===== config.mk =====
export PLATFORM = sky130hd
export DESIGN_NAME = read_interval_coalescer
export DESIGN_NICKNAME = d
export VERILOG_FILES = /design/src/rtl/ric_pkg.sv /design/src/rtl/ric_out_queue.sv /design/src/rtl/read_interval_coalescer.sv
export SDC_FILE = /design/constraint.sdc
export NUM_CORES = 2
export LEC_CHECK = 0
export BUFFER_PORTS_ARGS = -buffer_cell sky130_fd_sc_hd__buf_2
export CAP_MARGIN = 10
export CORE_ASPECT_RATIO = 2
export CORE_MARGIN = 10
export CORE_UTILIZATION = 50
export DETAILED_ROUTE_END_ITERATION = 10
export MAX_ROUTING_LAYER = met4
export PLACE_DENSITY = 0.67
export REMOVE_ABC_BUFFERS = 1
export SYNTH_ARGS = -nofsm -noshare
export SYNTH_HDL_FRONTEND = slang
export SYNTH_HIERARCHICAL = 1
export SYNTH_SLANG_ARGS = --single-unit

===== constraint.sdc =====
create_clock -name clk -period 47.3 [get_ports clk]
set_input_delay 11.825 -clock clk [delete_from_list [all_inputs] [get_ports clk]]
set_output_delay 11.825 -clock clk [all_outputs]
set_load 0.005 [all_outputs]

===== src/rtl/ric_pkg.sv =====
package ric_pkg;

  localparam int unsigned OFFSET_W = 48;
  localparam int unsigned SIZE_W   = 32;
  localparam int unsigned END_W    = 49;
  localparam int unsigned COUNT_W  = 32;
  localparam int unsigned CFG_IDX_W = 8;

  // Register indexes on the configuration port
  localparam logic [CFG_IDX_W-1:0] REG_SPAN_LIMIT = 8'd0;
  localparam logic [CFG_IDX_W-1:0] REG_MAX_GAP    = 8'd1;

  // Values used when a register holds zero
  localparam logic [OFFSET_W-1:0] DEFAULT_WINDOW = 48'd536870912;
  localparam logic [OFFSET_W-1:0] DEFAULT_GAP    = 48'd8388608;

  typedef struct packed {
    logic [OFFSET_W-1:0] record_offset;
    logic [SIZE_W-1:0]   record_len;
    logic                final_record;
  } ric_record_t;

  typedef struct packed {
    logic [OFFSET_W-1:0] interval_offset;
    logic [END_W-1:0]    interval_size;
    logic [COUNT_W-1:0]  interval_tasks;
    logic [COUNT_W-1:0]  first_index;
    logic                last_of_run;
  } ric_interval_t;

  // Up to two intervals enter the result queue per request
  typedef struct packed {
    logic valid_a;
    logic valid_b;
  } ric_push_t;

endpackage


===== src/rtl/ric_out_queue.sv =====
module ric_out_queue import ric_pkg::*; #(
  parameter int unsigned DEPTH = 4
) (
  input  logic          clk,
  input  logic          rst,
  input  ric_push_t     push,
  input  ric_interval_t push_a,
  input  ric_interval_t push_b,
  output logic          room_for_two,
  output logic          interval_valid,
  input  logic          interval_ready,
  output ric_interval_t interval
);

  localparam int unsigned PTR_W = (DEPTH > 1) ? $clog2(DEPTH) : 1;
  localparam int unsigned CNT_W = $clog2(DEPTH + 1);
  localparam logic [PTR_W-1:0] LAST_PTR = PTR_W'(DEPTH - 1);
  localparam logic [CNT_W-1:0] ROOM_LIMIT = CNT_W'(DEPTH - 2);

  ric_interval_t    entries [DEPTH];
  logic [PTR_W-1:0] head;
  logic [PTR_W-1:0] tail;
  logic [CNT_W-1:0] count;
  logic [PTR_W-1:0] tail_1;
  logic [PTR_W-1:0] tail_2;
  logic [PTR_W-1:0] head_1;
  logic             pop;
  logic [1:0]       push_n;
  logic [CNT_W-1:0] count_next;
  logic [PTR_W-1:0] tail_next;

  function automatic logic [PTR_W-1:0] ptr_inc(input logic [PTR_W-1:0] p);
    ptr_inc = (p == LAST_PTR) ? '0 : p + PTR_W'(1);
  endfunction

  assign tail_1 = ptr_inc(tail);
  assign tail_2 = ptr_inc(tail_1);
  assign head_1 = ptr_inc(head);

  assign pop    = interval_valid && interval_ready;
  assign push_n = {1'b0, push.valid_a} + {1'b0, push.valid_b};

  always_comb begin
    count_next = count + CNT_W'(push_n) - CNT_W'(pop);
    case (push_n)
      2'd1:    tail_next = tail_1;
      2'd2:    tail_next = tail_2;
      default: tail_next = tail;
    endcase
  end

  // Pointer and fill count
  always_ff @(posedge clk) begin
    if (rst) begin
      head  <= '0;
      tail  <= '0;
      count <= '0;
    end else begin
      tail  <= tail_next;
      count <= count_next;
      if (pop) begin
        head <= head_1;
      end
    end
  end

  // Entry storage; a lone second result takes the first free slot
  always_ff @(posedge clk) begin
    if (push.valid_a) begin
      entries[tail] <= push_a;
      if (push.valid_b) begin
        entries[tail_1] <= push_b;
      end
    end else if (push.valid_b) begin
      entries[tail] <= push_b;
    end
  end

  assign interval_valid = (count != '0);
  assign interval       = entries[head];
  assign room_for_two   = (count <= ROOM_LIMIT);

endmodule


===== src/rtl/read_interval_coalescer.sv =====
// Read interval coalescer.
// Record requests (offset, size, final flag) arrive on record_valid/record_ready
// in ascending offset order. Each is merged into the open read interval or
// closes it; closed intervals leave on interval_valid/interval_ready.
// Configuration writes use cfg_valid/cfg_ready/cfg_index/cfg_data; cfg_ready
// is always high. Index 0 is the span limit, index 1 is max_gap, zero selects
// the 512 MiB / 8 MiB defaults, other indexes are ignored.
// Throughput: one record per cycle while record_ready is high. A record
// yields zero, one or two intervals; the output side drains one interval per
// cycle while interval_ready is high, so a record that both closes an
// interval and ends the plan fills two queue slots. A closed interval is
// registered in the result queue when the record that closes it is accepted.
// The result queue holds OUT_DEPTH intervals; record_ready drops when fewer
// than two slots are free, so a stalled receiver back-pressures the input
// without losing intervals.
// Reset (rst, synchronous) empties the queue, closes any open interval, zeros
// the task counters and both registers.
module read_interval_coalescer import ric_pkg::*; #(
  parameter int unsigned OUT_DEPTH = 4
) (
  input  logic                 clk,
  input  logic                 rst,
  input  logic                 record_valid,
  output logic                 record_ready,
  input  ric_record_t          record,
  output logic                 interval_valid,
  input  logic                 interval_ready,
  output ric_interval_t        interval,
  input  logic                 cfg_valid,
  output logic                 cfg_ready,
  input  logic [CFG_IDX_W-1:0] cfg_index,
  input  logic [OFFSET_W-1:0]  cfg_data
);

  logic [OFFSET_W-1:0] span_limit;
  logic [OFFSET_W-1:0] max_gap;

  logic                interval_open;
  logic [OFFSET_W-1:0] open_start;
  logic [OFFSET_W-1:0] latest_start;
  logic [END_W-1:0]    furthest_end;
  logic [COUNT_W-1:0]  open_count;
  logic [COUNT_W-1:0]  records_seen;

  logic                interval_open_next;
  logic [OFFSET_W-1:0] open_start_next;
  logic [OFFSET_W-1:0] latest_start_next;
  logic [END_W-1:0]    furthest_end_next;
  logic [COUNT_W-1:0]  open_count_next;
  logic [COUNT_W-1:0]  records_seen_next;

  logic                accept;
  logic                room_for_two;
  logic [END_W-1:0]    rec_start;
  logic [END_W-1:0]    rec_end;
  logic [OFFSET_W-1:0] win;
  logic [OFFSET_W-1:0] gap;
  logic [END_W-1:0]    gap_limit;
  logic [END_W-1:0]    span;
  logic                gap_fail;
  logic                win_fail;
  logic                joins;
  logic [COUNT_W-1:0]  seen_inc;
  ric_push_t           push;
  ric_interval_t       result_a;
  ric_interval_t       result_b;

  assign cfg_ready    = 1'b1;
  assign record_ready = room_for_two;
  assign accept       = record_valid && record_ready;

  // Configuration registers
  always_ff @(posedge clk) begin
    if (rst) begin
      span_limit <= '0;
      max_gap    <= '0;
    end else if (cfg_valid) begin
      case (cfg_index)
        REG_SPAN_LIMIT: span_limit <= cfg_data;
        REG_MAX_GAP:    max_gap    <= cfg_data;
        default:        ;
      endcase
    end
  end

  // Join tests against the open interval
  always_comb begin
    win       = (span_limit != '0) ? span_limit : DEFAULT_WINDOW;
    gap       = (max_gap != '0) ? max_gap : DEFAULT_GAP;
    rec_start = {1'b0, record.record_offset};
    rec_end   = rec_start + END_W'(record.record_len);
    gap_limit = {1'b0, latest_start} + {1'b0, gap};
    span      = rec_end - {1'b0, open_start};
    gap_fail  = rec_start > gap_limit;
    win_fail  = (rec_end < {1'b0, open_start}) || (span > {1'b0, win});
    joins     = interval_open && !gap_fail && !win_fail;
  end

  // Next interval state
  always_comb begin
    seen_inc = records_seen + COUNT_W'(1);
    if (joins) begin
      open_start_next   = open_start;
      latest_start_next = (record.record_offset > latest_start) ?
                          record.record_offset : latest_start;
      furthest_end_next = (rec_end > furthest_end) ? rec_end : furthest_end;
      open_count_next   = open_count + COUNT_W'(1);
    end else begin
      open_start_next   = record.record_offset;
      latest_start_next = record.record_offset;
      furthest_end_next = rec_end;
      open_count_next   = COUNT_W'(1);
    end
    interval_open_next = !record.final_record;
    records_seen_next  = record.final_record ? '0 : seen_inc;
  end

  always_ff @(posedge clk) begin
    if (rst) begin
      interval_open <= 1'b0;
      open_start    <= '0;
      latest_start  <= '0;
      furthest_end  <= '0;
      open_count    <= '0;
      records_seen  <= '0;
    end else if (accept) begin
      interval_open <= interval_open_next;
      open_start    <= open_start_next;
      latest_start  <= latest_start_next;
      furthest_end  <= furthest_end_next;
      open_count    <= record.final_record ? '0 : open_count_next;
      records_seen  <= records_seen_next;
    end
  end

  // Result a: interval closed by a record that does not join.
  // Result b: flush at the end of the plan.
  always_comb begin
    push.valid_a = accept && interval_open && !joins;
    push.valid_b = accept && record.final_record;

    result_a.interval_offset = open_start;
    result_a.interval_size   = furthest_end - {1'b0, open_start};
    result_a.interval_tasks  = open_count;
    result_a.first_index     = records_seen - open_count;
    result_a.last_of_run     = !record.final_record;

    result_b.interval_offset = open_start_next;
    result_b.interval_size   = furthest_end_next - {1'b0, open_start_next};
    result_b.interval_tasks  = open_count_next;
    result_b.first_index     = seen_inc - open_count_next;
    result_b.last_of_run     = 1'b1;
  end

  ric_out_queue #(
    .DEPTH(OUT_DEPTH)
  ) u_out_queue (
    .clk            (clk),
    .rst            (rst),
    .push           (push),
    .push_a         (result_a),
    .push_b         (result_b),
    .room_for_two   (room_for_two),
    .interval_valid (interval_valid),
    .interval_ready (interval_ready),
    .interval       (interval)
  );

endmodule


After elaboration in Yosys (flattened, before gate mapping) --
Memories as Yosys holds them, arrays and structs flattened. A register that Yosys moved wholly into a read port is not among the register bits. Index checks and enable logic that the tools add are counted.
Cells by class: add/sub/neg operators 15, $lt $le $gt $ge 6, equal/unequal tests 7, multiplexer cells 24, bitwise logic cells 1, reductions and logical operators 20
Operators with widths (number):
- 2-to-1 mux 48 bit | 5
- 2-to-1 mux 162 bit | 1
- subtractor 49 x 48 -> 49 bit | 3
- 2-to-1 mux 49 bit | 2
- 2-to-1 mux 32 bit | 3
- nonzero test 48 bit | 2
- adder 32 x 1 -> 32 bit, second input constant | 2
- subtractor 32 bit | 2
- adder 48 x 32 -> 49 bit | 1
- adder 48 x 48 -> 49 bit | 1
- > comparator 48 x 49 -> 1 bit | 1
- > comparator 49 x 48 -> 1 bit | 1
- > comparator 49 bit | 1
- < comparator 49 x 48 -> 1 bit | 1
- > comparator 48 bit | 1
- 2-to-1 mux 2 bit | 5
- == test 2 bit, second input constant | 4
- == test 8 x 1 -> 1 bit, second input constant | 1
- zero test 8 bit | 1
- logical AND 1 bit | 7
- 2-to-1 mux 1 bit | 7
- adder 2 x 1 -> 2 bit, second input constant | 3
- AND reduction 2 bit | 3
- zero test 1 bit | 4
- 11 further kinds | 11
Storage, ports and cells: flip-flop bits (word level) 313, memory bits (writable) 648, bits of input ports 142, word-level logic and storage cells 85, memories kept 1
Memories:
- u_out_queue.entries | depth 4, bits a word 162, rd ports 1, clocked after Yosys merged registers in 1, write ports 2, RTL line ric_out_queue.sv:20 | ric_interval_t entries [DEPTH];

Logic depth before layout (Yosys ltp) --
word-level depth 12, mapped depth 52

Cells and area by module --
Netlist, hierarchy kept.
By module, submodules not included:
- read_interval_coalescer | instances 1, cells an instance 4635, area an instance 33965.1 µm², seq. area each 6125.9 µm²
- ric_out_queue | instances 1, cells an instance 1638, area an instance 31864.3 µm², seq. area each 19638.8 µm²

Worst setup path after synthesis --
Ideal clock, no wire load.
kind input to register, from input record[1] (netlist name), to memory u_out_queue/entries[0][0] (netlist name) (enable), arrival time 30.166 ns, required time 46.393 ns, slack 16.226 ns, stages on the path 38, buffers on the path 2, cells stage by stage ha_1 inv_1 fa_1 nand2b_1 a21oi_2 o211ai_1 o211ai_2 a41oi_1 o31a_2 o311ai_0 o211ai_1 xnor2_1 ha_1 and4_1 nand2_1 or3_4 a2111oi_4 o31ai_1 (+2 left out) a21oi_1 nor3_1 a211oi_1 xnor2_1 ha_1 nand3_1 or2_2 nor3_1 o41a_1 o2bb2ai_1 o21a_1 o21ai_4 buf_4 buf_4 and3_1 inv_1 ha_1 o21ai_0
RTL lines:
- start, declared | RTL line read_interval_coalescer.sv:25 | input ric_record_t record,
- end, declared | RTL line ric_out_queue.sv:20

==> results_dict.tcl <==
set metrics [dict create \
    power_leakage_nw 27.92 \
    pin_count 307 \
    multi_input_area_mm2 0.03707 \
    worst_pin_slew_ps 1227 \
    end_kind "register" \
    max_stage_delay_ps 690 \
    rsz0062_at_grt "no" \
    die_w_um 276.6 \
    area_growth_pct 8.620 \
    path_clk_slew_ps 60 \
    drive_gt1_share_pct 16.58 \
    post_dp_cell_area_mm2 0.06837 \
    hp-class "register to register" \
    final-max-slew-violation-count 0 \
    ff2ff_path_depth 40 \
    wl_per_cell_um 25.61 \
    via_per_inst 6.163 \
    synth-xor-area-share_pct 4.430 \
    post_cts_buffers 0 \
    crit_top_cell "o21ai_0" \
    fmax_mhz 39.49 \
    r2r_slack_ps 34640 \
    min_from "max_gap[31]" \
    syn_area_mm2 0.06583 \
    powerDensity_mw_per_mm2 46.29 \
    synth_edf_count 648 \
    regArea_mm2 0.02577 \
    synth_fa_ha_area_share_pct 9.709 \
    num_rows 188 \
    drt_first_pass_iters 6 \
    hold_violations 0 \
    finalWirelength_um 209800 \
    vias 50480 \
    min_period_over_period_pct 53.53 \
    start_util_pct 50.24 \
    cts_tree "built" \
    crit_arrival_ps 25790 \
    finish.net_count 7037 \
    synth_top_family_by_area "multiplexers" \
    synth_most_common_cell "edfxtp_1" \
    criticalPathCategory "primary input to register" \
    synthDistinctLibCells 96 \
    syn_avg_cell_area_um2 10.49 \
    setup_slack_ps 21980 \
    synth_largest_area_cell "edfxtp_1" \
    synthCells 6273 \
    grt_pass1_vias 51750 \
    final.min_clock_period_ps 25320 \
    die_y_um 533.1 \
    total_power_mw 3.310 \
    maxCapViolCount 0 \
    clkSinkCount 963 \
    outcome "complete, no violations" \
    grt_pass1_wl_um 315700 \
    vdd.ir_drop.worst_uv 41.15 \
    cp_max_fo 93 \
    synth_compound_area_share_pct 14.44 \
    io_buffers 305 \
    yosys.area_share.simple_pct 9.988 \
    dr.first_iter.drc_count 3662 \
    fin_skew_ps 35.50 \
    synthTopCellsByCount "edfxtp_1, nand2_1, a21oi_1" \
    grt_max_degree 116 \
    overflow 0 \
    tns_ps 0 \
    ys_seq_area_share_pct 39.14 \
    synthFlopType "edfxtp_1" \
    finalSetupViolations 0 \
    core-area_mm2 0.1310 \
    cts_resized 0 \
    routabilityCongestion 0.9603 \
    remaining_drc_errors 0 \
    synth_top_area_share_pct 29.56 \
    clock_path_buffers 3 \
    clk_latency_ps 730 \
    finalInstanceArea_mm2 0.07150 \
    hpwlAfterDp_um 153700 \
    synth_area_leaders "edfxtp_1, dfxtp_1, ha_1" \
    min_to "max_gap[31]" \
    grt_util_all_layers_pct 28.48 \
    relSlewSlack_pct 16.11 \
    fill_cells 11490 \
    cp_slowest_cell "o32ai_1" \
    regToRegStartpoint "latest_start[0]" \
    cts_made_buffers 89 \
    holdBufCountCts 0 \
    dieArea_mm2 0.1475 \
    ys_warn_count 6 \
    synth_mux_area_share_pct 17.55 \
    required_ps 47760 \
    place_ws_ps 21570 \
    cts-root-buf "clkbuf_16" \
    synth-seq-cells 963 \
    hold_path_depth 2 \
    startpoint_type "primary input" \
    antenna_found_initial 19 \
    ant_nets 0 \
    worst_r2r_endpoint "u_out_queue/entries[3][109]" \
    async_flop_share_pct 0 \
    htree_levels 3 \
]
## cell type report
class,count,area share (%)
multi-input combinational,4617,51.84
sequential,963,36.04
inverter,362,1.904
tap,1710,2.992
clock buffer,111,3.403
timing repair buffer,356,2.840
antenna,15,0.05250
clock inverter,57,0.9222
## sequential cells by signal, indices dropped and copies added, names as in the netlist, named ones only
| register | count |
|---|---|
| u_out_queue/tail | 2 |
| open_count | 32 |
| u_out_queue/head | 2 |
| u_out_queue/count | 3 |
| latest_start | 48 |
| furthest_end | 49 |
| records_seen | 32 |
| max_gap | 48 |
| u_out_queue/entries | 648 |
| span_limit | 48 |
| open_start | 48 |
| interval_open | 1 |
## power breakdown
group	internal, mW	leakage, nW	switching [mW]
Sequential	1.06	8.53	0.0503
Clock	0.431	1.51	0.352
Combinational	0.604	17.9	0.814
## cells in the final DEF (no fill, tap or decap), drive strengths merged, types with 52 or more instances in the layout
cell type	netlist	routed
clkbuf	191	112
inv	361	373
ha	498	498
xnor2	229	229
and3	56	56
o21a	54	54
nor2	263	263
nand2	514	514
a21boi	54	54
nor3	75	75
o21ai	342	342
nand3	172	172
mux2i	52	52
mux2	656	656
mux4	162	162
nor2b	52	52
nand4	79	79
buf	144	355
nand2b	59	59
a21oi	519	519
a21o	200	200
edfxtp	648	648
dfxtp	315	315
xor2	104	104
## layer usage
| metal | share of wire, % | track usage, % | vias to the layer above |
|---|---|---|---|
| met1 | 37 | 30.22 | 24950 |
| met2 | 52 | 50.99 | 1539 |
| met5 | 0 | - | - |
| li1 | - | - | 23510 |
| met4 | 6.1 | 16.14 | 0 |
| met3 | 4.5 | 3.011 | 477 |
## per-stage QoR
step                      utilization (%)  cells  hold slack, ps
after detailed placement            52.19   8008           466.4
after global placement              52.19   8008           463.5
after CTS                           54.55   8176           475.2
final                               54.57   8191           476.4
after global routing                54.56   8186           489.2
after floorplan                         -   5942           443.0
## logic make-up after synthesis
group                      after synthesis
AOI/OAI and AO/OA                     1505
xor gates and xnor gates               333
adders and majority gates              506
buffers and inverters                  697
DFF                                    963
muxes                                  870
other                                    1
and+or+nand+nor                       1398
## worst max path at each step
stage                             endpoint  slack, ps  startpoint
4_1_cts        u_out_queue/entries[3][109]      22290  record[33]
5_1_grt        u_out_queue/entries[3][109]      21060  record[33]
6_report       u_out_queue/entries[3][109]      21980  record[33]
3_5_place_dp   u_out_queue/entries[3][109]      21570  record[33]
3_3_place_gp   u_out_queue/entries[0][109]      21670  record[33]
2_1_floorplan    u_out_queue/entries[0][0]      15530   record[1]
## worst max-delay path, delay by kind of cell
kind,cells,cell delay (ps)
XOR/XNOR,3,820
multiplexers,2,750
AND/OR/NAND/NOR,8,1070
adder cells (fa/ha/maj),6,1920
AO/OA/AOI/OAI,28,8340
buffers and inverters,4,840
Power figures use the tool's default switching activity.
